### src/hdl/tpa_pkg.sv
// ----------------------------------------------------------------------------
// tpa_pkg
// Shared widths, command encodings and fixed-point helpers for the
// Toeplitz autocovariance block.
// ----------------------------------------------------------------------------
package tpa_pkg;

   localparam int DIM_DEFAULT  = 16;
   localparam int FRAC_DEFAULT = 16;
   localparam int DATA_W       = 32;
   localparam int PROD_W       = 64;
   localparam int DIM_REG_W    = 5;
   localparam int LAG_W        = 4;

   // multiplier operand pairs
   typedef enum logic [1:0] {
      MUL_KAP,
      MUL_CA,
      MUL_VAR
   } mul_sel_type;

   // coefficient row write source
   typedef enum logic {
      CW_KAPPA,
      CW_UPDATE
   } coeff_wsel_type;

   // autocorrelation write source
   typedef enum logic {
      AW_ONE,
      AW_ACC
   } ac_wsel_type;

   typedef struct packed {
      logic           load_var;
      logic           div_start;
      logic           div_step;
      logic           kappa_we;
      logic           kappa_re;
      logic           kap_load;
      logic           coeff_re;
      logic           coeff_we;
      coeff_wsel_type coeff_wsel;
      logic           ac_re;
      logic           ac_we;
      ac_wsel_type    ac_wsel;
      logic           mul_en;
      mul_sel_type    mul_sel;
      logic           acc_clr;
      logic           acc_en;
      logic           out_load;
      logic           out_last;
      logic           out_err;
   } cmd_type;

   typedef struct packed {
      logic in_zero;
   } status_type;

   // clamp to the signed 32-bit range
   function automatic logic signed [DATA_W-1:0] sat32(input logic signed [PROD_W-1:0] v);
      logic signed [PROD_W-1:0] hi;
      logic signed [PROD_W-1:0] lo;
      hi = PROD_W'(64'sd2147483647);
      lo = -PROD_W'(64'sd2147483648);
      if (v > hi) begin
         return DATA_W'(hi);
      end else if (v < lo) begin
         return DATA_W'(lo);
      end else begin
         return DATA_W'(v);
      end
   endfunction

   // magnitude of a signed word, as unsigned
   function automatic logic [DATA_W-1:0] mag32(input logic signed [DATA_W-1:0] v);
      if (v[DATA_W-1]) begin
         return DATA_W'(-v);
      end else begin
         return DATA_W'(v);
      end
   endfunction

endpackage

### src/hdl/tpa_ctrl.sv
// ----------------------------------------------------------------------------
// tpa_ctrl
// Sequencer for item intake, the Durbin-Levinson recursion and result
// delivery; holds the dimension register and run bookkeeping.
// ----------------------------------------------------------------------------
module tpa_ctrl import tpa_pkg::*; #(
   parameter int  MAX_DIM   = DIM_DEFAULT,
   parameter int  FRAC_BITS = FRAC_DEFAULT,
   localparam int IW        = $clog2(MAX_DIM)
) (
   input  logic                 clock,
   input  logic                 reset,
   input  logic                 req_valid,
   output logic                 req_ready,
   output logic                 rsp_valid,
   input  logic                 rsp_ready,
   input  logic                 csr_we,
   input  logic [DIM_REG_W-1:0] csr_wdata,
   input  status_type           status,
   output cmd_type              cmd,
   output logic [IW-1:0]        kappa_addr,
   output logic [IW:0]          coeff_addr,
   output logic [IW-1:0]        ac_addr
);

   localparam int DW = $clog2(MAX_DIM + 1);
   localparam int CW = (DW > DIM_REG_W) ? DW : DIM_REG_W;
   localparam int SW = $clog2(FRAC_BITS + 2);

   typedef enum logic [4:0] {
      S_IDLE, S_DIV, S_KWR, S_RINIT, S_KRD, S_KLAT, S_URA, S_URB, S_UWR,
      S_ARD, S_AMUL, S_AACC, S_AWR, S_ORD, S_OMUL, S_OOUT, S_OWAIT
   } state_type;

   state_type            state_ff;
   logic [DIM_REG_W-1:0] dim_ff;
   logic [IW-1:0]        item_ff;
   logic [IW-1:0]        k_ff;
   logic [IW-1:0]        j_ff;
   logic [SW-1:0]        step_ff;
   logic                 bank_ff;
   logic                 err_ff;
   logic                 rsp_valid_ff;

   logic [CW-1:0]        dim_ext;
   logic [DW-1:0]        dim_eff;
   logic                 last_item;
   logic                 k_last;

   // effective dimension, clamped to 1 .. MAX_DIM
   always_comb begin
      dim_ext = CW'(dim_ff);
      if (dim_ext == '0) begin
         dim_eff = DW'(1);
      end else if (dim_ext > CW'(MAX_DIM)) begin
         dim_eff = DW'(MAX_DIM);
      end else begin
         dim_eff = DW'(dim_ext);
      end
   end

   assign last_item = (DW'(item_ff) + DW'(1)) >= dim_eff;
   assign k_last    = (DW'(k_ff) + DW'(1)) == dim_eff;
   assign req_ready = (state_ff == S_IDLE);
   assign rsp_valid = rsp_valid_ff;

   // state and bookkeeping
   always_ff @(posedge clock) begin
      if (reset) begin
         state_ff     <= S_IDLE;
         dim_ff       <= DIM_REG_W'(1);
         item_ff      <= '0;
         k_ff         <= '0;
         j_ff         <= '0;
         step_ff      <= '0;
         bank_ff      <= 1'b0;
         err_ff       <= 1'b0;
         rsp_valid_ff <= 1'b0;
      end else begin
         if (csr_we) begin
            dim_ff  <= csr_wdata;
            item_ff <= '0;
            err_ff  <= 1'b0;
         end
         case (state_ff)
            S_IDLE: begin
               if (req_valid) begin
                  if (status.in_zero) begin
                     err_ff <= 1'b1;
                  end
                  if (item_ff == '0) begin
                     if (last_item) begin
                        state_ff <= S_RINIT;
                     end else begin
                        item_ff <= item_ff + IW'(1);
                     end
                  end else begin
                     step_ff  <= '0;
                     state_ff <= S_DIV;
                  end
               end
            end
            S_DIV: begin
               if (step_ff == SW'(FRAC_BITS)) begin
                  state_ff <= S_KWR;
               end else begin
                  step_ff <= step_ff + SW'(1);
               end
            end
            S_KWR: begin
               if (last_item) begin
                  item_ff  <= '0;
                  state_ff <= S_RINIT;
               end else begin
                  item_ff  <= item_ff + IW'(1);
                  state_ff <= S_IDLE;
               end
            end
            S_RINIT: begin
               if (dim_eff == DW'(1)) begin
                  k_ff     <= '0;
                  state_ff <= S_ORD;
               end else begin
                  k_ff     <= IW'(1);
                  state_ff <= S_KRD;
               end
            end
            S_KRD: begin
               state_ff <= S_KLAT;
            end
            S_KLAT: begin
               j_ff     <= IW'(1);
               state_ff <= (k_ff == IW'(1)) ? S_ARD : S_URA;
            end
            S_URA: begin
               state_ff <= S_URB;
            end
            S_URB: begin
               state_ff <= S_UWR;
            end
            S_UWR: begin
               if (j_ff + IW'(1) == k_ff) begin
                  j_ff     <= IW'(1);
                  state_ff <= S_ARD;
               end else begin
                  j_ff     <= j_ff + IW'(1);
                  state_ff <= S_URA;
               end
            end
            S_ARD: begin
               state_ff <= S_AMUL;
            end
            S_AMUL: begin
               state_ff <= S_AACC;
            end
            S_AACC: begin
               if (j_ff == k_ff) begin
                  state_ff <= S_AWR;
               end else begin
                  j_ff     <= j_ff + IW'(1);
                  state_ff <= S_ARD;
               end
            end
            S_AWR: begin
               bank_ff <= ~bank_ff;
               if (k_last) begin
                  k_ff     <= '0;
                  state_ff <= S_ORD;
               end else begin
                  k_ff     <= k_ff + IW'(1);
                  state_ff <= S_KRD;
               end
            end
            S_ORD: begin
               state_ff <= S_OMUL;
            end
            S_OMUL: begin
               state_ff <= S_OOUT;
            end
            S_OOUT: begin
               rsp_valid_ff <= 1'b1;
               state_ff     <= S_OWAIT;
            end
            S_OWAIT: begin
               if (rsp_ready) begin
                  rsp_valid_ff <= 1'b0;
                  if (k_last) begin
                     err_ff   <= 1'b0;
                     state_ff <= S_IDLE;
                  end else begin
                     k_ff     <= k_ff + IW'(1);
                     state_ff <= S_ORD;
                  end
               end
            end
            default: begin
               state_ff <= S_IDLE;
            end
         endcase
      end
   end

   // datapath commands and addresses
   always_comb begin
      cmd        = '0;
      cmd.mul_sel = MUL_VAR;
      kappa_addr = '0;
      coeff_addr = '0;
      ac_addr    = '0;
      case (state_ff)
         S_IDLE: begin
            cmd.load_var  = req_valid && (item_ff == '0);
            cmd.div_start = req_valid && (item_ff != '0);
         end
         S_DIV: begin
            cmd.div_step = 1'b1;
         end
         S_KWR: begin
            cmd.kappa_we = 1'b1;
            kappa_addr   = item_ff - IW'(1);
         end
         S_RINIT: begin
            cmd.ac_we   = 1'b1;
            cmd.ac_wsel = AW_ONE;
         end
         S_KRD: begin
            cmd.kappa_re = 1'b1;
            kappa_addr   = k_ff - IW'(1);
         end
         S_KLAT: begin
            cmd.kap_load   = 1'b1;
            cmd.coeff_we   = 1'b1;
            cmd.coeff_wsel = CW_KAPPA;
            cmd.acc_clr    = 1'b1;
            coeff_addr     = {bank_ff, k_ff};
         end
         S_URA: begin
            cmd.coeff_re = 1'b1;
            coeff_addr   = {~bank_ff, k_ff - j_ff};
         end
         S_URB: begin
            cmd.coeff_re = 1'b1;
            cmd.mul_en   = 1'b1;
            cmd.mul_sel  = MUL_KAP;
            coeff_addr   = {~bank_ff, j_ff};
         end
         S_UWR: begin
            cmd.coeff_we   = 1'b1;
            cmd.coeff_wsel = CW_UPDATE;
            coeff_addr     = {bank_ff, j_ff};
         end
         S_ARD: begin
            cmd.coeff_re = 1'b1;
            cmd.ac_re    = 1'b1;
            coeff_addr   = {bank_ff, j_ff};
            ac_addr      = k_ff - j_ff;
         end
         S_AMUL: begin
            cmd.mul_en  = 1'b1;
            cmd.mul_sel = MUL_CA;
         end
         S_AACC: begin
            cmd.acc_en = 1'b1;
         end
         S_AWR: begin
            cmd.ac_we   = 1'b1;
            cmd.ac_wsel = AW_ACC;
            ac_addr     = k_ff;
         end
         S_ORD: begin
            cmd.ac_re = 1'b1;
            ac_addr   = k_ff;
         end
         S_OMUL: begin
            cmd.mul_en  = 1'b1;
            cmd.mul_sel = MUL_VAR;
         end
         S_OOUT: begin
            cmd.out_load = 1'b1;
            cmd.out_last = k_last;
            cmd.out_err  = err_ff;
            ac_addr      = k_ff;
         end
         S_OWAIT: begin
            ac_addr = k_ff;
         end
         default: begin
            ac_addr = '0;
         end
      endcase
   end

endmodule

### config.mk
export PLATFORM = sky130hd
export DESIGN_NAME = tpa_ctrl
export DESIGN_NICKNAME = d
export VERILOG_FILES = /design/src/hdl/tpa_pkg.sv /design/src/hdl/tpa_ctrl.sv
export SDC_FILE = /design/constraint.sdc
export NUM_CORES = 1
export LEC_CHECK = 0
export BUFFER_PORTS_ARGS = -buffer_cell sky130_fd_sc_hd__buf_2
export CORE_MARGIN = 2
export CORE_UTILIZATION = 25
export DETAILED_ROUTE_END_ITERATION = 8
export GPL_TIMING_DRIVEN = 0
export SYNTH_ARGS = -nofsm -noshare
export SYNTH_HDL_FRONTEND = slang
export SYNTH_SLANG_ARGS = --single-unit
export TNS_END_PERCENT = 20
### constraint.sdc
create_clock -name clock -period 5.6 [get_ports clock]
set_clock_uncertainty 0.1 [all_clocks]
set_input_delay 0.28 -clock clock [delete_from_list [all_inputs] [get_ports clock]]
set_output_delay 0.28 -clock clock [all_outputs]
set_load 0.01 [all_outputs]
### After elaboration in Yosys (flattened, before gate mapping)

Index checks and enable logic that the tools add are counted.

| word-level totals | value |
|---|---|
| register bits after elaboration | 30 |

| operators by class | value |
|---|---|
| add/subtract/negate cells | 9 |
| magnitude comparators | 2 |
| equal/unequal tests | 30 |
| multiplexer cells | 56 |
| bitwise gates (word level) | 1 |
| reductions and logical operators | 19 |

Operator list:

| kind | count |
|---|---|
| 5-bit one-hot mux with 17 select lines | 1 |
| 4-bit 2-to-1 mux | 15 |
| 5-bit 2-to-1 mux | 10 |
| 5-bit by 4-bit == test with 1-bit output, second input constant | 8 |
| 4-bit one-hot mux with 2 select lines | 3 |
| 4-bit one-hot mux with 3 select lines | 2 |
| 5-bit by 3-bit == test with 1-bit output, second input constant | 4 |
| 5-bit one-hot mux with 4 select lines | 1 |
| 1-bit 2-to-1 mux | 14 |
| 2-bit inequality test, second input constant | 7 |
| 4-bit by 1-bit adder with 4-bit output, second input constant | 3 |
| 4-bit by 1-bit adder with 5-bit output, second input constant | 2 |
| 5-bit by 1-bit == test with 1-bit output, second input constant | 2 |
| 5-bit by 2-bit == test with 1-bit output, second input constant | 2 |
| 5-bit == test, second input constant | 2 |
| 5-bit zero test | 2 |
| 5-bit one-hot mux with 2 select lines | 1 |
| 3-bit one-hot mux with 3 select lines | 1 |
| 4-bit == test | 2 |
| 2-bit one-hot mux with 2 select lines | 2 |
| 4-bit AND reduction | 2 |
| 4-bit by 1-bit subtractor with 4-bit output, second input constant | 2 |
| 3-bit 2-to-1 mux | 2 |
| 3-bit nonzero test | 2 |
| other kinds (19) | 25 |

### Depth between registers and ports, before layout

| depth | value |
|---|---|
| depth after elaboration | 8 |
| gate-level depth with buffers | 10 |
| mapped depth without buffers | 10 |

### Least setup slack after synthesis

No wires, ideal clock.

| path | value |
|---|---|
| kind | flip-flop to flip-flop |
| start point | register item_ff[0] |
| end point | register state_ff[3] |
| library setup time | 128 ps |
| arrival time | 2388 ps |
| data required time | 5372 ps |
| setup slack | 2983 ps |
| stages on the path, launching flop included | 11 |
| path buffers | 0 |
| clock period less this slack | 2617 ps |
| path through | dfxtp_1 ha_1 nor2b_1 or2_2 ha_1 a21oi_1 o21ai_0 maj3_1 a21oi_2 a2111oi_0 a21boi_0 |

| on the way | value |
|---|---|
| longest elaborated chain between the ends | 4 |

RTL lines:

| item | RTL line | text |
|---|---|---|
| start: declaration | tpa_ctrl.sv:37 | `logic [IW-1:0] item_ff;` |
| start signal: assignment | tpa_ctrl.sv:95 | `item_ff <= item_ff + IW'(1);` |
| start signal: assignment | tpa_ctrl.sv:115 | `item_ff <= item_ff + IW'(1);` |
| 4-bit by 1-bit adder with 5-bit output or 4-bit zero test (tied branches) | tpa_ctrl.sv:62, tpa_ctrl.sv:91 |  |
| 5-bit greater-or-equal comparator or 5-bit 2-to-1 mux (tied branches) | tpa_ctrl.sv:62, tpa_ctrl.sv:91 |  |
| 3-bit inequality test (no line) or 5-bit 2-to-1 mux (tied branches) | - |  |
| 4-bit AND reduction (no line) or 5-bit one-hot mux with 17 select lines (tied branches) | - |  |
| end signal: assignment | tpa_ctrl.sv:133 | `state_ff <= (k_ff == IW'(1)) ? S_ARD : S_URA;` |
| end: declaration | tpa_ctrl.sv:35 | `state_type state_ff;` |

Parallel ways exist; a longest one is shown, timed or not. The select of a mux whose other input is x is not followed.
A chain may end at the register's enable or synchronous reset.

==> results.md <==
* Status: completed
* Num CTS Buffers at 5
* Crit path max fanout at 8
* Nets at 435
* Post-synth top area cell: dfxtp_1
* Syn-to-layout area delta at 17.6%
* Minimum clock period at roughly 3200 ps
* Number of DRC markers in iteration 0 at 144
* Worst path cell trace: clkbuf_1, inv_1, ha_1, xnor2_1, a2bb2oi_1, a311oi_2, nand3_2, nor2_1, buf_2
* Sequential share of the synthesized area at a little over a fifth
* Syn Nets at ~380
* Initial antenna violation count at 0
* Synthesis warning total at 0
* Detail Placement HPWL at between 6000 and 7000 um
* Vias per cell at just over 5
* CTS tree: yes
* Most frequent cells in the layout: buf_2 (54), nor2_1 (39), dfxtp_1 (30), nand2_1 (26), inv_1 (25)
* Tcrit/Tclk final at a little under three fifths
* Cell Pwr Density at between 200 and 300 nW/um^2
* Worst path arrival time at ~2800 ps
* WL per Instance at between 15 and 20 um
* Drt drc at 0
* Vias in the first global route at around 2700
* Wire length on met3 at 493 um
* Area used by multi-input combinational logic at 1940 um^2
* Core area at 10800 um^2
* Setup Fix Bufs, Post-CTS at 0
* Critical Path Source Type: flip-flop
* Layout cell share with drive strength beyond 1 at about 22%
* CP max stage delay at just over 400 ps
* Hold buffers post-CTS at 0
* Seq cells post-synth at 30
* Synth top area cells: dfxtp_1 (22%), ha_1 (6.8%), nor2_1 (5.3%)
* Max-slew violations at 0
* CTS H-Tree Depth at 2
* Routed vias at 2789
* Post-Route M1 WL at a little under 4000 um
* FILL cells at 1163
* RSZ-0062 raised after global routing: false
* IO Pins at 46
* Core Rows at 38
* Routed wl met2 at 3930 um
* Slew margin rel. at 54.2%
* TritonRoute pass-1 iters at 5
* Leakage at 0.00135 uW
* Slowest cell on crit path: ha_1
* First-pass GRT wire length at 14000 um
* Largest net degree at the start of global routing at 11
* Ant. Diodes at 0
* Yosys top cell area share at 21.7%
* CTS clk-pin slew, worst paths at approximately 70 ps
* Post-CTS Resized at 0
* PortBufs at 44
* Max Used Layer: met4
* Critical Path Sink Type: output port
* Worst-Skew Late Latency at about 290 ps
* Number of routed nets with antenna violations at 0
* Routability cong. at 0.928
* Final cell count without fillers at roughly 550
* Routed WL at 8520 um
* DIE WIDTH at 109 um
* Worst hold path class: in -> reg
* Mapped cell area at approximately 2800 um^2
* Critical path class: reg -> out
* Top achievable clock speed at 316 MHz
* Die Ht at approximately 110 um
* Syn avg cell area at between 7 and 8 um^2
* Worst VDD drop at 0.108 mV
* Gr ovfl total at 0
* Post-synth cell types at 72
* Sink Count at 30
* Top_reg_cell synth: dfxtp_1
* Async SR Flop Fraction at 0%
* Worst-Margin Slew at 683 ps
* # Max-Cap Violations at 0
* Sequential Area at ~600 um^2
* Starting Density at 25.5%
* Required time of the critical path at roughly 5200 ps
* Cells after synthesis at 357
* Total track usage at between 10% and 20%
* Total die area at 11900 um^2
* Final hold vios at 0
* Setup Viol. Count Final at 0
* EDFF count, synth at 0
* R2R Setup Slk at roughly 2500 ps
* Commonest non-fill, non-tap cell in the layout: buf_2
* Cells after DPL at around 540
* CTS Root Buffer Type: clkbuf_8
* CTS max path bufs at 2
* Setup_tns at 0 ps
-- cells in the mapped netlist, drive strengths merged, types with 2 or more instances --
master and n:
a32oi 2, buf 12, a21o 4, mux2i 5, nor2b 6, a221o 2
o22ai 5, nand4 2, or3b 4, nor2 40, xor2 5, nand2 26
o211ai 2, nor4bb 3, clkbuf 10, and2 3, o221ai 2, inv 25
nor3b 4, nor3 23, a22oi 2, nand3 12, a211oi 7, ha 15
dfxtp 30, a31o 2, nor4b 3, a31oi 5, a2111oi 2, and3 2
a21oi 19, a311oi 2, nor4 3, nand2b 6, a21boi 3, xnor2 16
o21ai 17, a211o 3, nand3b 3, or3 6
-- area by class of cell --
class / instances / area share [%]
Buffer: 22 / 3.88
Tap cell: 140 / 5.38
Sequential cell: 30 / 18.5
Multi-Input combinational cell: 279 / 59.7
Clock buffer: 7 / 2.65
Inverter: 26 / 3.00
Clock inverter: 1 / 0.154
Timing Repair Buffer: 44 / 6.77
-- critical path: cells and delay by family (launching register included) --
family | cells | cell delay, ps
AO/OA/AOI/OAI | 2 | 440
XOR/XNOR | 1 | 180
adder cells (fa/ha/maj) | 1 | 410
buffers and inverters | 3 | 700
flip-flops | 1 | 360
AND/OR/NAND/NOR | 2 | 390
-- stage by stage --
stage	util (%)	total power [uW]	area [um^2]	setup WS [ps]	hold WS [ps]
after CTS	30.0	843	3250	2430	108
after global routing	30.0	905	3250	2200	122
final	30.0	841	3250	2430	112
after floorplan	-	543	2770	2980	310
after global placement	29.2	647	3160	2560	379
after detailed placement	29.2	652	3160	2540	385
-- logic make-up after synthesis --
kind of cell / count (synthesis) / share of synthesized area (%)
AOI/OAI and AO/OA: 85 / 21.9
and+or+nand+nor: 149 / 30.5
muxes: 6 / 2.22
adders and majority gates: 17 / 7.87
buffers and inverters: 48 / 8.09
DFF: 30 / 21.7
xor gates and xnor gates: 22 / 7.73
-- worst paths after layout --
path                                              from                       end  cells past startpoint
worst max-delay path              k_ff[0]$_SDFFE_PP0P_                    cmd[1]                      9
worst min-delay path                      csr_wdata[0]   dim_ext[0]$_SDFFE_PP1P_                      3
worst max register to register   item_ff[0]$_SDFF_PP0_  state_ff[2]$_SDFFE_PP0P_                     10
worst min register to register  rsp_valid$_SDFFE_PP0P_    rsp_valid$_SDFFE_PP0P_                      2
-- power breakdown --
group | internal [uW] | switching [uW] | total [uW]
registers | 231 | 17.1 | 248
logic | 153 | 250 | 402
clock network | 99.2 | 91.2 | 190
total | 483 | 358 | 841
-- flip-flops by register name, summed over array words and instances (netlist names) --
signal and cells:
dim_ext 5, state_ff 5, step_ff 5, item_ff 4, j_ff 4, k_ff 4, bank_ff 1, err_ff 1
rsp_valid 1
-- metal layers --
layer	vias to the layer above	global-route usage, %
met5	-	0
met4	0	4.61
met3	10	3.23
met2	89	24.4
met1	1315	20.1
li1	1375	-
Note: power is estimated with default switching activity, not from simulation.
